==> src/aeit_pkg.sv <==
package aeit_pkg;

    // operand widths
    localparam int unsigned RATE_W  = 8;
    localparam int unsigned GRAN_W  = 10;
    localparam int unsigned COUNT_W = 17;
    localparam int unsigned CNT_W   = 5;

    // timeout scale in ms per unit of base rate
    localparam logic [8:0] TIMEOUT_FACTOR = 9'd400;

    // one quotient bit per divider step
    localparam logic [CNT_W-1:0] DIV_LAST = 5'd16;

    // register map, indexed by word address
    localparam logic REG_BASE_RATE   = 1'b0;
    localparam logic REG_GRANULARITY = 1'b1;

    localparam logic [RATE_W-1:0] BASE_RATE_RST   = 8'd60;
    localparam logic [GRAN_W-1:0] GRANULARITY_RST = 10'd1;

    // request codes
    localparam logic REQ_START = 1'b0;
    localparam logic REQ_STEP  = 1'b1;

    // ending modes
    localparam logic MODE_PVARP = 1'b0;
    localparam logic MODE_BP    = 1'b1;

    // controller to datapath commands
    typedef struct packed {
        logic div_start;
        logic div_step;
        logic div_finish;
        logic step_eval;
    } t_cmd;

    // datapath to controller status
    typedef struct packed {
        logic out_free;
        logic active;
    } t_stat;

endpackage

==> src/aeit_ctrl.sv <==
module aeit_ctrl (
    input  logic           i_clk,
    input  logic           i_rst_n,
    input  logic           i_in_valid,
    input  logic           i_req_type,
    input  aeit_pkg::t_stat i_stat,
    output logic           o_in_stall,
    output aeit_pkg::t_cmd o_cmd
);

    localparam logic [1:0] S_IDLE = 2'd0;
    localparam logic [1:0] S_DIV  = 2'd1;
    localparam logic [1:0] S_PUT  = 2'd2;

    logic [1:0]                  r_state;
    logic [1:0]                  n_state;
    logic [aeit_pkg::CNT_W-1:0]  r_cnt;
    logic [aeit_pkg::CNT_W-1:0]  n_cnt;
    logic                        w_accept;
    logic                        w_start;

    // a word is taken only when idle and the result register can take its answer
    assign o_in_stall = !((r_state == S_IDLE) && i_stat.out_free);
    assign w_accept   = i_in_valid && !o_in_stall;
    assign w_start    = (i_req_type == aeit_pkg::REQ_START) && !i_stat.active;

    // next state and commands
    always_comb begin
        n_state = r_state;
        n_cnt   = r_cnt;
        o_cmd   = '0;
        case (r_state)
            S_IDLE: begin
                if (w_accept) begin
                    if (w_start) begin
                        o_cmd.div_start = 1'b1;
                        n_cnt           = '0;
                        n_state         = S_DIV;
                    end else begin
                        o_cmd.step_eval = 1'b1;
                    end
                end
            end
            S_DIV: begin
                o_cmd.div_step = 1'b1;
                n_cnt          = r_cnt + 1'b1;
                if (r_cnt == aeit_pkg::DIV_LAST) begin
                    n_state = S_PUT;
                end
            end
            S_PUT: begin
                if (i_stat.out_free) begin
                    o_cmd.div_finish = 1'b1;
                    n_state          = S_IDLE;
                end
            end
            default: begin
                n_state = S_IDLE;
            end
        endcase
    end

    // state register
    always_ff @(posedge i_clk) begin
        if (!i_rst_n) begin
            r_state <= S_IDLE;
            r_cnt   <= '0;
        end else begin
            r_state <= n_state;
            r_cnt   <= n_cnt;
        end
    end

endmodule

==> src/aeit_dpath.sv <==
module aeit_dpath (
    input  logic                         i_clk,
    input  logic                         i_rst_n,
    input  aeit_pkg::t_cmd               i_cmd,
    output aeit_pkg::t_stat              o_stat,
    input  logic [aeit_pkg::RATE_W-1:0]  i_base_rate,
    input  logic [aeit_pkg::GRAN_W-1:0]  i_granularity_ms,
    input  logic                         i_req_type,
    input  logic [aeit_pkg::RATE_W-1:0]  i_rate_ppm,
    input  logic                         i_ventricular_sense,
    input  logic                         i_atrial_sense,
    input  logic                         i_tick,
    input  logic                         i_out_stall,
    output logic                         o_out_valid,
    output logic                         o_interval_done,
    output logic                         o_next_mode,
    output logic                         o_atrial_pace,
    output logic                         o_running
);

    localparam int unsigned RW = aeit_pkg::RATE_W;
    localparam int unsigned CW = aeit_pkg::COUNT_W;

    logic          r_active;
    logic [CW-1:0] r_remaining;
    logic [RW-1:0] r_div;
    logic [RW-1:0] r_rem;
    logic [CW-1:0] r_quo;
    logic          r_out_valid;
    logic          r_done;
    logic          r_mode;
    logic          r_pace;
    logic          r_running;

    logic [CW-1:0] w_dividend;
    logic [RW-1:0] w_rate_clamp;
    logic [RW:0]   w_partial;
    logic [RW+1:0] w_trial;
    logic          w_qbit;
    logic          w_expire;

    logic          n_active;
    logic [CW-1:0] n_remaining;
    logic          n_done;
    logic          n_mode;
    logic          n_pace;
    logic          n_running;
    logic          w_load;

    // timeout dividend, fits 17 bits for any 8-bit base rate
    assign w_dividend   = CW'(i_base_rate * aeit_pkg::TIMEOUT_FACTOR);
    assign w_rate_clamp = (i_rate_ppm == '0) ? RW'(1) : i_rate_ppm;

    // restoring divide: one quotient bit per step
    assign w_partial = {r_rem, r_quo[CW-1]};
    assign w_trial   = {1'b0, w_partial} - {2'b00, r_div};
    assign w_qbit    = !w_trial[RW+1];

    always_ff @(posedge i_clk) begin
        if (i_cmd.div_start) begin
            r_div <= w_rate_clamp;
            r_rem <= '0;
            r_quo <= w_dividend;
        end else if (i_cmd.div_step) begin
            r_rem <= w_qbit ? w_trial[RW-1:0] : w_partial[RW-1:0];
            r_quo <= {r_quo[CW-2:0], w_qbit};
        end
    end

    // tick expiry compare
    assign w_expire = {{(CW-aeit_pkg::GRAN_W){1'b0}}, i_granularity_ms} >= r_remaining;

    // result of a step word or of a finished start
    always_comb begin
        n_active    = r_active;
        n_remaining = r_remaining;
        n_done      = 1'b0;
        n_mode      = aeit_pkg::MODE_PVARP;
        n_pace      = 1'b0;
        if (i_cmd.div_finish) begin
            n_remaining = r_quo;
            if (r_quo == '0) begin
                n_active = 1'b0;
                n_done   = 1'b1;
                n_mode   = aeit_pkg::MODE_BP;
                n_pace   = 1'b1;
            end else begin
                n_active = 1'b1;
            end
        end else if (i_req_type == aeit_pkg::REQ_STEP && r_active) begin
            if (i_ventricular_sense) begin
                n_active = 1'b0;
                n_done   = 1'b1;
                n_mode   = aeit_pkg::MODE_PVARP;
            end else if (i_atrial_sense) begin
                n_active = 1'b0;
                n_done   = 1'b1;
                n_mode   = aeit_pkg::MODE_BP;
            end else if (i_tick) begin
                if (w_expire) begin
                    n_remaining = '0;
                    n_active    = 1'b0;
                    n_done      = 1'b1;
                    n_mode      = aeit_pkg::MODE_BP;
                    n_pace      = 1'b1;
                end else begin
                    n_remaining = r_remaining - CW'(i_granularity_ms);
                end
            end
        end
        n_running = n_active;
    end

    assign w_load = i_cmd.div_finish || i_cmd.step_eval;

    // interval state
    always_ff @(posedge i_clk) begin
        if (!i_rst_n) begin
            r_active    <= 1'b0;
            r_remaining <= '0;
        end else if (w_load) begin
            r_active    <= n_active;
            r_remaining <= n_remaining;
        end
    end

    // output word register
    always_ff @(posedge i_clk) begin
        if (!i_rst_n) begin
            r_out_valid <= 1'b0;
        end else if (w_load) begin
            r_out_valid <= 1'b1;
        end else if (!i_out_stall) begin
            r_out_valid <= 1'b0;
        end
    end

    always_ff @(posedge i_clk) begin
        if (w_load) begin
            r_done    <= n_done;
            r_mode    <= n_mode;
            r_pace    <= n_pace;
            r_running <= n_running;
        end
    end

    assign o_stat = '{out_free: (!r_out_valid || !i_out_stall), active: r_active};

    assign o_out_valid     = r_out_valid;
    assign o_interval_done = r_done;
    assign o_next_mode     = r_mode;
    assign o_atrial_pace   = r_pace;
    assign o_running       = r_running;

    // an ended interval never reports itself still running
    a_done_not_running: assert property (@(posedge i_clk) disable iff (!i_rst_n)
        r_out_valid |-> !(r_done && r_running))
        else $error("interval ended but still running");

    // a pace always ends the interval toward BP
    a_pace_ends_bp: assert property (@(posedge i_clk) disable iff (!i_rst_n)
        (r_out_valid && r_pace) |-> (r_done && r_mode == aeit_pkg::MODE_BP))
        else $error("pace without BP ending");

    // next mode is only set on an ending word
    a_mode_needs_done: assert property (@(posedge i_clk) disable iff (!i_rst_n)
        (r_out_valid && r_mode) |-> r_done)
        else $error("next mode set without interval end");

    // interval state moves only on a result load
    a_active_on_load: assert property (@(posedge i_clk) disable iff (!i_rst_n)
        ($past(i_rst_n) && !$stable(r_active)) |-> $past(w_load))
        else $error("active changed without result load");

endmodule

==> src/atrial_escape_interval_timer_core.sv <==
// atrial escape interval timer core
// step word: result registered in the cycle after accept, one word per cycle while output drains
// start word (idle interval): restoring divide of 17 quotient bits, result registered once the output is free
// the divider holds off the input channel until the start result is registered
// reset (synchronous, active low): interval idle, count 0, base_rate 60, granularity_ms 1
module atrial_escape_interval_timer_core (
    input  logic                         i_clk,
    input  logic                         i_rst_n,
    // config port
    input  logic                         psel,
    input  logic                         penable,
    input  logic                         pwrite,
    input  logic [2:0]                   paddr,
    input  logic [31:0]                  pwdata,
    output logic [31:0]                  prdata,
    output logic                         pready,
    // input channel
    input  logic                         i_in_valid,
    output logic                         o_in_stall,
    input  logic                         i_req_type,
    input  logic [aeit_pkg::RATE_W-1:0]  i_rate_ppm,
    input  logic                         i_ventricular_sense,
    input  logic                         i_atrial_sense,
    input  logic                         i_tick,
    // output channel
    output logic                         o_out_valid,
    input  logic                         i_out_stall,
    output logic                         o_interval_done,
    output logic                         o_next_mode,
    output logic                         o_atrial_pace,
    output logic                         o_running
);

    logic [aeit_pkg::RATE_W-1:0] r_base_rate;
    logic [aeit_pkg::GRAN_W-1:0] r_granularity;
    logic                        w_cfg_wr;
    aeit_pkg::t_cmd              w_cmd;
    aeit_pkg::t_stat             w_stat;

    // config registers
    assign pready   = 1'b1;
    assign w_cfg_wr = psel && penable && pwrite;

    always_ff @(posedge i_clk) begin
        if (!i_rst_n) begin
            r_base_rate   <= aeit_pkg::BASE_RATE_RST;
            r_granularity <= aeit_pkg::GRANULARITY_RST;
        end else if (w_cfg_wr) begin
            case (paddr[2])
                aeit_pkg::REG_BASE_RATE:   r_base_rate   <= pwdata[aeit_pkg::RATE_W-1:0];
                aeit_pkg::REG_GRANULARITY: r_granularity <= pwdata[aeit_pkg::GRAN_W-1:0];
                default: begin
                end
            endcase
        end
    end

    // register readback
    always_comb begin
        case (paddr[2])
            aeit_pkg::REG_BASE_RATE:   prdata = {{(32-aeit_pkg::RATE_W){1'b0}}, r_base_rate};
            aeit_pkg::REG_GRANULARITY: prdata = {{(32-aeit_pkg::GRAN_W){1'b0}}, r_granularity};
            default:                   prdata = '0;
        endcase
    end

    aeit_ctrl u_ctrl (
        .i_clk      (i_clk),
        .i_rst_n    (i_rst_n),
        .i_in_valid (i_in_valid),
        .i_req_type (i_req_type),
        .i_stat     (w_stat),
        .o_in_stall (o_in_stall),
        .o_cmd      (w_cmd)
    );

    aeit_dpath u_dpath (
        .i_clk               (i_clk),
        .i_rst_n             (i_rst_n),
        .i_cmd               (w_cmd),
        .o_stat              (w_stat),
        .i_base_rate         (r_base_rate),
        .i_granularity_ms    (r_granularity),
        .i_req_type          (i_req_type),
        .i_rate_ppm          (i_rate_ppm),
        .i_ventricular_sense (i_ventricular_sense),
        .i_atrial_sense      (i_atrial_sense),
        .i_tick              (i_tick),
        .i_out_stall         (i_out_stall),
        .o_out_valid         (o_out_valid),
        .o_interval_done     (o_interval_done),
        .o_next_mode         (o_next_mode),
        .o_atrial_pace       (o_atrial_pace),
        .o_running           (o_running)
    );

endmodule
==> config.mk <==
export PLATFORM = sky130hd
export DESIGN_NAME = atrial_escape_interval_timer_core
export DESIGN_NICKNAME = d
export VERILOG_FILES = /design/src/aeit_pkg.sv /design/src/aeit_ctrl.sv /design/src/aeit_dpath.sv /design/src/atrial_escape_interval_timer_core.sv
export SDC_FILE = /design/constraint.sdc
export NUM_CORES = 1
export LEC_CHECK = 0
export ABC_AREA = 1
export BUFFER_PORTS_ARGS = -buffer_cell sky130_fd_sc_hd__buf_2
export CELL_PAD_IN_SITES_DETAIL_PLACEMENT = 2
export CELL_PAD_IN_SITES_GLOBAL_PLACEMENT = 2
export CORE_MARGIN = 5
export CORE_UTILIZATION = 36
export CTS_BUF_LIST = sky130_fd_sc_hd__clkbuf_4 sky130_fd_sc_hd__clkbuf_8
export DETAILED_ROUTE_END_ITERATION = 8
export MAX_ROUTING_LAYER = met4
export PLACE_DENSITY_LB_ADDON = 0.12
export SLEW_MARGIN = 20
export SYNTH_ARGS = -nofsm -noshare
export SYNTH_HDL_FRONTEND = slang
export SYNTH_HIERARCHICAL = 1
export SYNTH_SLANG_ARGS = --single-unit
==> constraint.sdc <==
create_clock -name i_clk -period 6 [get_ports i_clk]
set_input_delay 0.9 -clock i_clk [delete_from_list [all_inputs] [get_ports i_clk]]
set_output_delay 0.9 -clock i_clk [all_outputs]
set_load 0.02 [all_outputs]
## Word-level counts from Yosys, hierarchy flattened

Cells that the tools add are included.

- Register bits: 81
- Input bits: 54
- Output and inout bits: 39
- Word-level logic and storage cells: 107

- $add $sub $neg: 3
- $mul: 1
- Magnitude comparators: 1
- Equal/unequal tests: 10
- Mux-type cells: 50
- Bitwise operators: 2
- Reductions and logical operators: 25

Operators with widths:

| cell | number |
|---|---|
| $mux W17 | 8 |
| $pmux W32 S2 | 1 |
| $mux W1 | 32 |
| $ge A10 B17 Y1 | 1 |
| $logic_not A17 Y1 | 1 |
| $sub A17 B10 Y17 | 1 |
| $ne A2 B1 Y1 const B | 7 |
| $mul A8 B5 Y13 const B | 1 |
| $mux W5 | 2 |
| $pmux W5 S2 | 1 |
| $sub A9 B8 Y10 | 1 |
| $logic_not A8 Y1 | 1 |
| $mux W2 | 4 |
| $mux W8 | 1 |
| $reduce_bool A2 Y1 | 4 |
| $logic_and A1 B1 Y1 | 6 |
| $pmux W2 S3 | 1 |
| $add A5 B1 Y5 const B | 1 |
| $eq A5 B5 Y1 const B | 1 |
| $logic_not A1 Y1 | 5 |
| $reduce_and A5 Y1 | 1 |
| $reduce_and A2 Y1 | 2 |
| $reduce_and A4 Y1 | 1 |
| $reduce_and A3 Y1 | 1 |
| 5 further kinds | 7 |

## Logic depth before layout (Yosys ltp)

Gate-level depths: netlist of run 1.

- Depth after elaboration: 8
- Mapped depth: 18
- Mapped depth without buffers: 18

## Modules after synthesis

Netlist of run 1, hierarchy kept.

Modules (own cells, without submodules):

| module | instances | cells each | area each (um^2) | sequential area each (um^2) |
|---|---|---|---|---|
| aeit_dpath | 1 | 523 | 4100.2 | 1371.3 |
| atrial_escape_interval_timer_core | 1 | 162 | 1074.8 | 360.3 |
| aeit_ctrl | 1 | 71 | 447.9 | 140.1 |

## Worst setup path after synthesis of run 1

Ideal clock, no wire load.

- Path type: reg2reg
- From: register r_base_rate[2] in the netlist's numbering
- To: register u_dpath.r_quo[15] (data pin)
- Setup time: 0.267 ns
- Arrival time: 2.675 ns
- Data required time: 5.733 ns
- Setup slack: 3.058 ns
- Stages on the path, launching flop included: 17
- Buffers on the path: 0
- Period minus slack after synthesis: 2.942 ns
- Cell sequence: dfxtp_1 ha_1 ha_1 inv_1 fa_1 inv_1 ha_1 a21oi_1 nand2_1 nand2_1 nand2_1 a21oi_1 nor2_1 o21ai_0 nand3_1 nand2_1 o22ai_1

- Cells in the longest elaborated chain, start to end: 2

RTL lines:

| element | line | source |
|---|---|---|
| from (decl) | atrial_escape_interval_timer_core.sv:34 | `logic [aeit_pkg::RATE_W-1:0] r_base_rate;` |
| from (signal assigned) | atrial_escape_interval_timer_core.sv:46 | `r_base_rate <= aeit_pkg::BASE_RATE_RST;` |
| from (signal assigned) | atrial_escape_interval_timer_core.sv:50 | `aeit_pkg::REG_BASE_RATE: r_base_rate <= pwdata[aeit_pkg::RATE_W-1:0];` |
| $mul A8 B5 Y13 | aeit_dpath.sv:51 | `assign w_dividend = CW'(i_base_rate * aeit_pkg::TIMEOUT_FACTOR);` |
| $mux W17 | aeit_dpath.sv:60 | `if (i_cmd.div_start) begin` |
| to (signal assigned) | aeit_dpath.sv:63 | `r_quo <= w_dividend;` |
| to (signal assigned) | aeit_dpath.sv:66 | `r_quo <= {r_quo[CW-2:0], w_qbit};` |
| to (decl) | aeit_dpath.sv:28 | `logic [CW-1:0] r_quo;` |

Every way passes these cells.
A chain may end at the register's enable or synchronous reset.

## Worst setup path in the final report of run 1

- From: register r_base_rate[3] in the netlist's numbering
- To: register u_dpath.r_quo[15] (data pin)

The elaborated chain is that of the path after synthesis.

==> results of run 1 <==
[cells in the mapped netlist, types with 7 or more instances]
master / instances
nand2_1: 177
inv_1: 106
nor2_1: 81
dfxtp_1: 56
ha_1: 48
nand3_1: 46
buf_4: 28
edfxtp_1: 25
a21oi_1: 20
o22ai_1: 17
xor2_1: 14
o21ai_0: 13
clkbuf_1: 11
nand2_2: 11
o21ai_1: 10
a31oi_1: 9
nand4_1: 7
[routing by layer]
layer | vias up | GRT usage | share of wire
met4 | 0 | 0.0705 | 0.023
met2 | 72 | 0.353 | 0.51
met5 | - | - | 0
li1 | 2439 | - | -
met1 | 2469 | 0.229 | 0.44
met3 | 23 | 0.0298 | 0.028
[critical path, stage by stage, from the launching register on]
cell and delay [ns]:
dfxtp_1 0.46, ha_1 0.29, ha_1 0.28, inv_1 0.05, fa_1 0.51, inv_1 0.04, ha_1 0.35, a21oi_1 0.15
nand2_1 0.09, nand2_1 0.09, nand2_1 0.07, a21oi_1 0.22, nor2_1 0.10, o21ai_0 0.23, nand3_1 0.13, nand2_1 0.08
o22ai_1 0.08
[where the power goes]
| part | switching [uW] | internal (uW) |
|---|---|---|
| Clock | 229 | 362 |
| Combinational | 400 | 201 |
| Sequential | 40.5 | 625 |
| Total | 669 | 1190 |
[layout make-up]
type | instances | area, um2
clock buffers | 9 | 124
clock inverters | 7 | 165
fillers | 1768 | 9080
inverters | 114 | 430
multi-input cells | 536 | 3090
flip-flops and latches | 81 | 1870
well taps | 211 | 264
repair buffers | 46 | 233
[flip-flops by register name, indices dropped and copies added, names as in the netlist]
name / count
r_base_rate: 8
r_granularity: 10
u_ctrl/r_cnt: 5
u_ctrl/r_state: 2
u_dpath/o_atrial_pace: 1
u_dpath/o_interval_done: 1
u_dpath/o_next_mode: 1
u_dpath/o_out_valid: 1
u_dpath/o_running: 1
u_dpath/r_active: 1
u_dpath/r_div: 8
u_dpath/r_quo: 17
u_dpath/r_rem: 8
u_dpath/r_remaining: 17
[logic make-up after synthesis]
group	after synthesis
buffers and inverters	160
XOR/XNOR	16
AO/OA/AOI/OAI	87
other	2
adder cells (fa/ha/maj)	53
flip-flops	81
AND/OR/NAND/NOR	357
[path summary, 6_finish.rpt]
kind | to | cells past startpoint | slack, ns
setup / recovery | u_dpath/r_quo[15]$_DFFE_PP_ | 16 | 2.53
hold reg to reg | u_dpath/r_rem[7]$_SDFFE_PP0P_ | 2 | 0.48
setup reg to reg | u_dpath/r_quo[15]$_DFFE_PP_ | 16 | 2.53
hold / removal | u_dpath/r_rem[7]$_SDFFE_PP0P_ | 2 | 0.48
[metrics by stage]
| stage | cells | setup slack [ns] | power, uW | cell area [um2] | hold slack, ns |
|---|---|---|---|---|---|
| final | 1004 | 2.53 | 1860 | 6170 | 0.475 |
| after global routing | 1004 | 2.18 | 1970 | 6170 | 0.512 |
| after floorplan | 777 | 3.06 | 1130 | 5700 | 0.427 |
| after global placement | 988 | 2.63 | 1240 | 5890 | 0.449 |
| after detailed placement | 988 | 2.43 | 1280 | 5890 | 0.473 |
| after CTS | 1004 | 2.47 | 1880 | 6170 | 0.486 |
==> metrics.csv, run 1 <==
stage;metric;value;unit
run_status;status;finished clean;
sta;tightestPinTransition;0.904;ns
layout;syn_to_final_growth;9.81;%
drt;ant_nets;0;
floorplanning;die_x;135;um
drt;post_drt_wl_per_cell;17.0;um
worst_setup_path;cp_max_fo;5;
logic_synthesis;synth.cell_area;5620;um2
layout;final_common_cell;nand2_1;
layout;diodes;0;
power_and_ir_drop;p_leak;0.00301;uW
layout;final_cell_mix;nand2_1 (177), inv_1 (106), nor2_1 (81), dfxtp_1 (56), ha_1 (48);
sta;fin_crit_sh;0.579;
logic_synthesis;ys_top_cells_by_area;dfxtp_1 (20%), edfxtp_1 (13%), nand2_1 (12%);
clock_network;clk_latency;0.38;ns
sta;drv_slew;0;
logic_synthesis;synth_cells;756;
clock_network;cts_resized;0;
sta;fmax;0.288;GHz
global_route;grt_pass1_wl;28200;um
sta;fin_crit;3.47;ns
logic_synthesis;ys_ff_latch;81;
logic_synthesis;yosysTopAreaCell;dfxtp_1;
worst_setup_path;critical_path.startpoint;r_base_rate[3]$_SDFFE_PN1P_;
layout;fin_util;0.405;
sta;setup_tns;0;ns
hold_path;min_from;u_dpath/r_rem[7]$_SDFFE_PP0P_;
global_route;grt_pass1_vias;5594;
floorplanning;design.core.area;15300;um2
sta;relSlewSlack;0.390;
drt;drtPass1Iterations;4;
worst_setup_path;crit_path_start_kind;register;
global_route;grt_max_degree;25;
global_route;grt.overflow.total;0;
clock_network;hold_buffers;0;
sta;rsz0062_at_grt;no;
logic_synthesis;synth_top_family_by_area;simple AND/OR/NAND/NOR gates;
logic_synthesis;yosysWarningCount;6;
logic_synthesis;synth_top_area_frac;0.199;
global_route;gr-usage-all-layers;0.199;
logic_synthesis;synth_xor_area_frac;0.0249;
floorplanning;die_area;18200;um2
global_route;antenna_found_initial;0;
clock_network;clockRootBuffer;clkbuf_8;
drt;drc;0;
drt;routed-via-count;5003;
layout;nets;895;
power_and_ir_drop;power.density;301;nW/um2
logic_synthesis;synth_mux_area_frac;0;
worst_setup_path;crit_path_end_kind;register;
logic_synthesis;synth_compound_gate_area_share;0.0937;
logic_synthesis;synth_edf_count;25;
place;gp_congestion;0.835;
sta;clock_skew;0.00769;ns
layout;layout-drive-gt1-share;0.139;
place;hpwlAfterDp;13200;um
drt;drt_iter0_drc;155;
place;io_buffers;45;
clock_network;cts_num_sinks;81;
logic_synthesis;async_flop_share;0;
floorplanning;start_util;0.369;
drt;totalWireLength;17100;um
worst_setup_path;critPathKind;reg2reg;
floorplanning;num_rows;45;
logic_synthesis;synth_fa_ha_area_frac;0.125;
power_and_ir_drop;peakVddDrop;0.000102;V
worst_setup_path;cp_data_required_time;6.12;ns
clock_network;clk_pin_slew;0.09;ns
worst_setup_path;arrival;3.59;ns
clock_network;cts_tree;done;
clock_network;cts_setup_buffers;0;
drt;routed_via_density;4.98;
hold_path;hp-class;reg2reg;
clock_network;cts_buffer_depth;2;
sta;setup_viol;0;
run;drv_cap;0;
floorplanning;pin_count;93;
logic_synthesis;synth-simple-area-share;0.290;
logic_synthesis;synth_flop_cell;dfxtp_1;
logic_synthesis;yosysSeqAreaShare;0.333;
logic_synthesis;syn_avg_cell_area;7.44;um2
sta;hold_violations;0;
logic_synthesis;synth_cell_types;48;
worst_setup_path;r2r_start;r_base_rate[3]$_SDFFE_PN1P_;
floorplanning;die_h;135;um
clock_network;htree_levels;3;
clock_network;numCtsBuffers;9;
Power figures use the tool's default switching activity.
==> inputs of run 2 (changes only) <==
--- a/config.mk
+++ b/config.mk
@@ -10,7 +10,7 @@
 export CELL_PAD_IN_SITES_DETAIL_PLACEMENT = 2
 export CELL_PAD_IN_SITES_GLOBAL_PLACEMENT = 2
 export CORE_MARGIN = 5
-export CORE_UTILIZATION = 36
+export CORE_UTILIZATION = 33
 export CTS_BUF_LIST = sky130_fd_sc_hd__clkbuf_4 sky130_fd_sc_hd__clkbuf_8
 export DETAILED_ROUTE_END_ITERATION = 8
 export MAX_ROUTING_LAYER = met4
==> constraint.sdc (replaced) <==
create_clock -name i_clk -period 3.5 [get_ports i_clk]
set_input_delay 0.525 -clock i_clk [delete_from_list [all_inputs] [get_ports i_clk]]
set_output_delay 0.525 -clock i_clk [all_outputs]
set_load 0.02 [all_outputs]
==> run 2 against run 1 <==
  * Clock skew increased by 0.0049 ns
  * Worst setup slack got worse by 2.3 ns
  * Die area increased by 8.4%
  * Clock-buffer cell count unchanged
  * Total power increased by 53%
  * First-iteration DRC count decreased by 15%
  * Sequential share of layout area increased by 0.40 points
  * Flip-flop and latch count unchanged
==> metrics.csv, run 2 (synthesized netlist as in run 1, its figures left out) <==
stage;metric;value;unit
sta;setup_viol;0;
layout;final_cell_mix;nand2_1 (177), inv_1 (106), nor2_1 (81), dfxtp_1 (54), ha_1 (48);
layout;layout-drive-gt1-share;0.146;
drt;drtPass1Iterations;4;
power_and_ir_drop;power.density;466;nW/um2
global_route;gr-usage-all-layers;0.183;
clock_network;cts_buffer_depth;2;
worst_setup_path;cp_data_required_time;3.62;ns
layout;largest_registers;u_dpath/r_quo: 17 flops, u_dpath/r_remaining: 17 flops, r_granularity: 10 flops;
floorplanning;num_rows;47;
sta;relSlewSlack;0.364;
sta;hold_violations;0;
drt;totalWireLength;17000;um
worst_setup_path;critPathKind;reg2reg;
worst_setup_path;critical-path-max-stage-delay;0.50;ns
run_status;status;finished clean;
floorplanning;die_area;19800;um2
drt;ant_nets;0;
clock_network;cts_num_sinks;81;
power_and_ir_drop;peakVddDrop;0.000154;V
layout;nets;899;
layout;n_fill_cell;2015;
hold_path;hp-class;in2reg;
place;gp_congestion;0.832;
floorplanning;design.core.area;16600;um2
global_route;grt_max_degree;25;
sta;fmax;0.307;GHz
drt;routed-via-count;4962;
floorplanning;start_util;0.338;
sta;clock_skew;0.0126;ns
sta;fin_crit_sh;0.930;
clock_network;clockRootBuffer;clkbuf_8;
clock_network;cts_setup_buffers;0;
worst_setup_path;path_buf_inv;2;
place;hpwlAfterDp;13600;um
clock_network;cts_resized;0;
layout;final_common_cell;nand2_1;
global_route;grt_pass1_wl;28300;um
floorplanning;pin_count;93;
layout;fin_util;0.367;
drt;drc;0;
worst_setup_path;crit_path_start_kind;register;
clock_network;htree_levels;3;
drt;routed_via_density;4.88;
layout;multi_input_area;3090;um2
layout;syn_to_final_growth;8.54;%
sta;hold_slack;0.338;ns
drt;drt_iter0_drc;131;
sta;tightestPinTransition;0.942;ns
sta;rsz0062_at_grt;no;
power_and_ir_drop;p_leak;0.00299;uW
sta;fin_crit;3.25;ns
layout;diodes;0;
sta;setup_tns;0;ns
clock_network;hold_buffers;0;
global_route;grt.overflow.total;0;
place;io_buffers;45;
worst_setup_path;arrival;3.37;ns
global_route;grt_pass1_vias;5609;
clock_network;clk_pin_slew;0.10;ns
worst_setup_path;crit_path_end_kind;register;
global_route;antenna_found_initial;0;
clock_network;clk_latency;0.37;ns
drt;post_drt_wl_per_cell;16.7;um
clock_network;cts_tree;done;
sta;drv_slew;0;
clock_network;numCtsBuffers;9;
worst_setup_path;path_cells;ha_1, ha_1, inv_1, fa_1, inv_1, ha_1, a21oi_1, nand2_1, nand2_1, nand2_1, a21oi_1, nor2_1, o21ai_1, nand3_1, nand2_1, o22ai_1;
run;drv_cap;0;
worst_setup_path;cp_max_fo;5;
floorplanning;die_h;141;um
worst_setup_path;critical-path-slowest-cell;fa_1;
worst_setup_path;crit_top_cell;nand2_1;
floorplanning;die_x;141;um
layout;seq_area;1870;um2
worst_setup_path;crit_family;adder cells;
[run 2: metrics by stage]
| step | area, um2 | power, uW | instances | setup WS (ns) |
|---|---|---|---|---|
| finish | 6100 | 2840 | 1017 | 0.246 |
| global route | 6100 | 3060 | 1017 | 0.0185 |
| global placement | 5930 | 2140 | 1001 | 0.339 |
| floorplan | 5700 | 1950 | 777 | 0.558 |
| CTS | 6100 | 2880 | 1017 | 0.141 |
| detailed placement | 5930 | 2200 | 1001 | 0.185 |
[run 2: final timing paths]
kind,slack [ns],to,startpoint,cells after the start
max,0.25,u_dpath/r_quo[15]$_DFFE_PP_,r_base_rate[3]$_SDFFE_PN1P_,16
min,0.34,u_dpath/r_div[7]$_SDFFCE_PN0P_,i_rate_ppm[7],1
max reg2reg,0.25,u_dpath/r_quo[15]$_DFFE_PP_,r_base_rate[3]$_SDFFE_PN1P_,16
min reg2reg,0.47,u_dpath/r_rem[7]$_SDFFE_PP0P_,u_dpath/r_rem[7]$_SDFFE_PP0P_,2
[run 2: layer usage]
layer	share of wire	wire [um]	vias up	track usage
met5	0	0	-	-
met1	0.45	7700	2430	0.216
li1	-	-	2453	-
met3	0.019	328	14	0.0222
met2	0.51	8720	65	0.327
met4	0.014	231	0	0.0505
[run 2: worst reg2reg max path: stages (launching register included)]
cell and delay (ns):
dfxtp_1 0.43, ha_1 0.27, ha_1 0.28, inv_1 0.05
fa_1 0.50, inv_1 0.04, ha_1 0.35, a21oi_1 0.16
nand2_1 0.10, nand2_1 0.09, nand2_1 0.05, a21oi_1 0.17
nor2_1 0.09, o21ai_1 0.19, nand3_1 0.10, nand2_1 0.07
o22ai_1 0.06
[run 2: layout make-up]
class                   instances  area share
repair buffers                 50      0.0431
clock inverters                 7     0.00820
multi-input cells             536       0.506
flip-flops and latches         81       0.307
well taps                     220      0.0451
clock buffers                   9      0.0203
inverters                     114      0.0705
[run 2: report_power, final]
part / internal (uW) / leakage (uW) / switching [uW]
logic: 350 / 0.00220 / 684
clock network: 265 / 0.0000952 / 403
registers: 1070 / 0.000693 / 67.5
==> inputs of run 3 (changes only) <==
--- a/config.mk
+++ b/config.mk
@@ -5,16 +5,15 @@
 export SDC_FILE = /design/constraint.sdc
 export NUM_CORES = 1
 export LEC_CHECK = 0
-export ABC_AREA = 1
 export BUFFER_PORTS_ARGS = -buffer_cell sky130_fd_sc_hd__buf_2
 export CELL_PAD_IN_SITES_DETAIL_PLACEMENT = 2
 export CELL_PAD_IN_SITES_GLOBAL_PLACEMENT = 2
 export CORE_MARGIN = 5
-export CORE_UTILIZATION = 33
+export CORE_UTILIZATION = 35
 export CTS_BUF_LIST = sky130_fd_sc_hd__clkbuf_4 sky130_fd_sc_hd__clkbuf_8
 export DETAILED_ROUTE_END_ITERATION = 8
 export MAX_ROUTING_LAYER = met4
-export PLACE_DENSITY_LB_ADDON = 0.12
+export PLACE_DENSITY_LB_ADDON = 0.1
 export SLEW_MARGIN = 20
 export SYNTH_ARGS = -nofsm -noshare
 export SYNTH_HDL_FRONTEND = slang
==> run 3 against run 2 <==
  * Sequential share of layout area increased by 0.35 points
  * Cell count decreased by 12%
  * Clock skew increased by 0.0019 ns
  * First-iteration DRC count increased by 31%
  * Flip-flop and latch count unchanged
  * Via count decreased by 9.6%
  * Combinational power decreased by 46%
  * Sequential power decreased by 4%
  * Synthesized area decreased by 1.5%
  * Cell area decreased by 1.3%
  * Largest power group unchanged
==> metrics.csv, run 3 <==
stage;metric;value;unit
run_status;status;finished clean;
layout;syn_to_final_growth;8.81;%
logic_synthesis;synth.cell_area;5540;um2
worst_setup_path;cp_data_required_time;3.62;ns
logic_synthesis;syn_avg_cell_area;8.51;um2
logic_synthesis;yosysWarningCount;6;
drt;drc;0;
power_and_ir_drop;internal_power;1630;uW
place;gp_congestion;0.771;
drt;post_drt_wl_per_cell;16.6;um
logic_synthesis;yosysTopAreaCell;dfxtp_1;
hold_path;hp-class;in2reg;
drt;drtPass1Iterations;4;
floorplanning;design.core.area;15700;um2
logic_synthesis;yosysMostFrequentCell;nand2_1;
power_and_ir_drop;power_frac_clock;0.306;
global_route;grt_max_degree;63;
sta;rsz0062_at_grt;no;
floorplanning;num_rows;46;
logic_synthesis;yosysSeqAreaShare;0.338;
global_route;grt_pass1_wl;24800;um
worst_setup_path;crit_path_start_kind;register;
drt;ant_nets;0;
logic_synthesis;synth_top_area_frac;0.202;
power_and_ir_drop;power.density;397;nW/um2
layout;largest_registers;u_dpath/r_quo: 17 flops, u_dpath/r_remaining: 17 flops, r_granularity: 10 flops;
logic_synthesis;synth_edf_count;25;
floorplanning;start_util;0.353;
place;io_buffers;45;
drt;routed-via-count;4487;
sta;fmax;0.302;GHz
floorplanning;pin_count;93;
logic_synthesis;synth_cell_types;62;
run;drv_cap;0;
power_and_ir_drop;p_sw;767;uW
logic_synthesis;ys_ff_latch;81;
worst_setup_path;critPathKind;reg2reg;
power_and_ir_drop;switching_share;0.321;
floorplanning;die_x;136;um
global_route;grt_pass1_vias;4872;
clock_network;clk_latency;0.37;ns
logic_synthesis;ys_top_cells_by_area;dfxtp_1 (20%), edfxtp_1 (14%), ha_1 (11%);
global_route;antenna_found_initial;0;
layout;n_fill_cell;1792;
clock_network;cts_setup_buffers;0;
sta;setup_viol;0;
floorplanning;die_h;136;um
clock_network;hold_buffers;0;
place;dp_slack;0.145;ns
global_route;gr-usage-all-layers;0.173;
power_and_ir_drop;p_leak;0.00264;uW
worst_setup_path;crit_path_end_kind;register;
logic_synthesis;synth.top_cells.by_count;nand2_1 (118), dfxtp_1 (56), ha_1 (48);
clock_network;numCtsBuffers;9;
logic_synthesis;synth_flop_cell;dfxtp_1;
sta;setup_tns;0;ns
sta;clock_skew;0.0146;ns
power_and_ir_drop;peakVddDrop;0.000174;V
sta;drv_slew;0;
power_and_ir_drop;combinationalPowerShare;0.233;
sta;fin_crit_sh;0.945;
layout;nets;783;
worst_setup_path;rrSetupSlack;0.19;ns
worst_setup_path;cp_max_fo;5;
logic_synthesis;async_flop_share;0;
layout;diodes;0;
global_route;grt.overflow.total;0;
clock_network;clockRootBuffer;clkbuf_8;
place;hpwlAfterDp;11300;um
worst_setup_path;arrival;3.43;ns
clock_network;cts_num_sinks;81;
layout;final_cell_mix;nand2_1 (118), dfxtp_1 (56), ha_1 (48), buf_2 (45), inv_1 (41);
clock_network;cts_tree;done;
sta;fin_crit;3.31;ns
layout;final_common_cell;nand2_1;
sta;relSlewSlack;0.524;
clock_network;cts_buffer_depth;2;
sta;fin_ws;0.192;ns
power_and_ir_drop;p_seq_frac;0.460;
clock_network;cts_resized;0;
drt;routed_via_density;5.00;
layout;layout-drive-gt1-share;0.134;
logic_synthesis;synth_cells;651;
sta;hold_violations;0;
clock_network;htree_levels;3;
drt;totalWireLength;14900;um
clock_network;clk_pin_slew;0.09;ns
floorplanning;die_area;18400;um2
sta;tightestPinTransition;0.714;ns
drt;drt_iter0_drc;172;
-- run 3: path summary, 6_finish.rpt --
check | from | end | cells after the start
min reg2reg | r_granularity[1]$_SDFFE_PN0P_ | r_granularity[1]$_SDFFE_PN0P_ | 2
max reg2reg | r_base_rate[3]$_SDFFE_PN1P_ | u_dpath/r_quo[16]$_DFFE_PP_ | 13
min | i_rate_ppm[4] | u_dpath/r_div[4]$_SDFFCE_PN0P_ | 1
max | r_base_rate[3]$_SDFFE_PN1P_ | u_dpath/r_quo[16]$_DFFE_PP_ | 13
-- run 3: metal layers --
layer / GRT usage / wire (um) / vias to the layer above
met5: - / 0 / -
met4: 0.0493 / 210 / 0
met3: 0.0245 / 378 / 16
met2: 0.292 / 7340 / 56
met1: 0.218 / 6990 / 2194
li1: - / - / 2221
-- run 3: final cells by class --
| class | count | area, um2 | area share |
|---|---|---|---|
| Sequential cell | 81 | 1870 | 0.311 |
| Clock buffer | 11 | 145 | 0.0241 |
| Inverter | 41 | 154 | 0.0255 |
| Multi-Input combinational cell | 491 | 3250 | 0.540 |
| Tap cell | 216 | 270 | 0.0448 |
| Timing Repair Buffer | 52 | 278 | 0.0461 |
| Clock inverter | 5 | 53.8 | 0.00893 |
-- run 3: stage by stage --
step	cells	hold slack (ns)	area [um2]	util	total power, uW
after floorplan	672	0.443	5620	-	1540
after global placement	881	0.454	5820	0.371	1650
after detailed placement	881	0.475	5820	0.371	1690
after CTS	897	0.322	6020	0.383	2430
after global routing	897	0.317	6030	0.384	2550
final	897	0.346	6030	0.384	2390
-- run 3: cell families after synthesis --
group	count (synthesis)	share of synthesized area
flip-flops	81	0.338
other	2	0.00136
adder cells (fa/ha/maj)	53	0.126
AO/OA/AOI/OAI	131	0.147
buffers and inverters	100	0.0904
multiplexers	35	0.0653
XOR/XNOR	21	0.0332
AND/OR/NAND/NOR	228	0.199
-- run 3: worst max-delay path, stage by stage, from the launching register on --
cell and delay [ns]:
dfxtp_1 0.46, ha_1 0.30, ha_1 0.29, inv_1 0.06, fa_1 0.51, inv_1 0.04
ha_1 0.33, a21o_1 0.20, a21oi_2 0.18, o21bai_1 0.10, a31oi_1 0.17, o21bai_1 0.09
xor2_1 0.15, a21o_1 0.18
-- run 3: power groups by stage --
stage / sequential (uW) / clock, uW / combinational (uW)
after global placement: 1120 / 0 / 531
after global routing: 1110 / 801 / 635
after floorplan: 1100 / 0 / 444
after CTS: 1100 / 760 / 570
after detailed placement: 1130 / 0 / 564
final: 1100 / 733 / 558
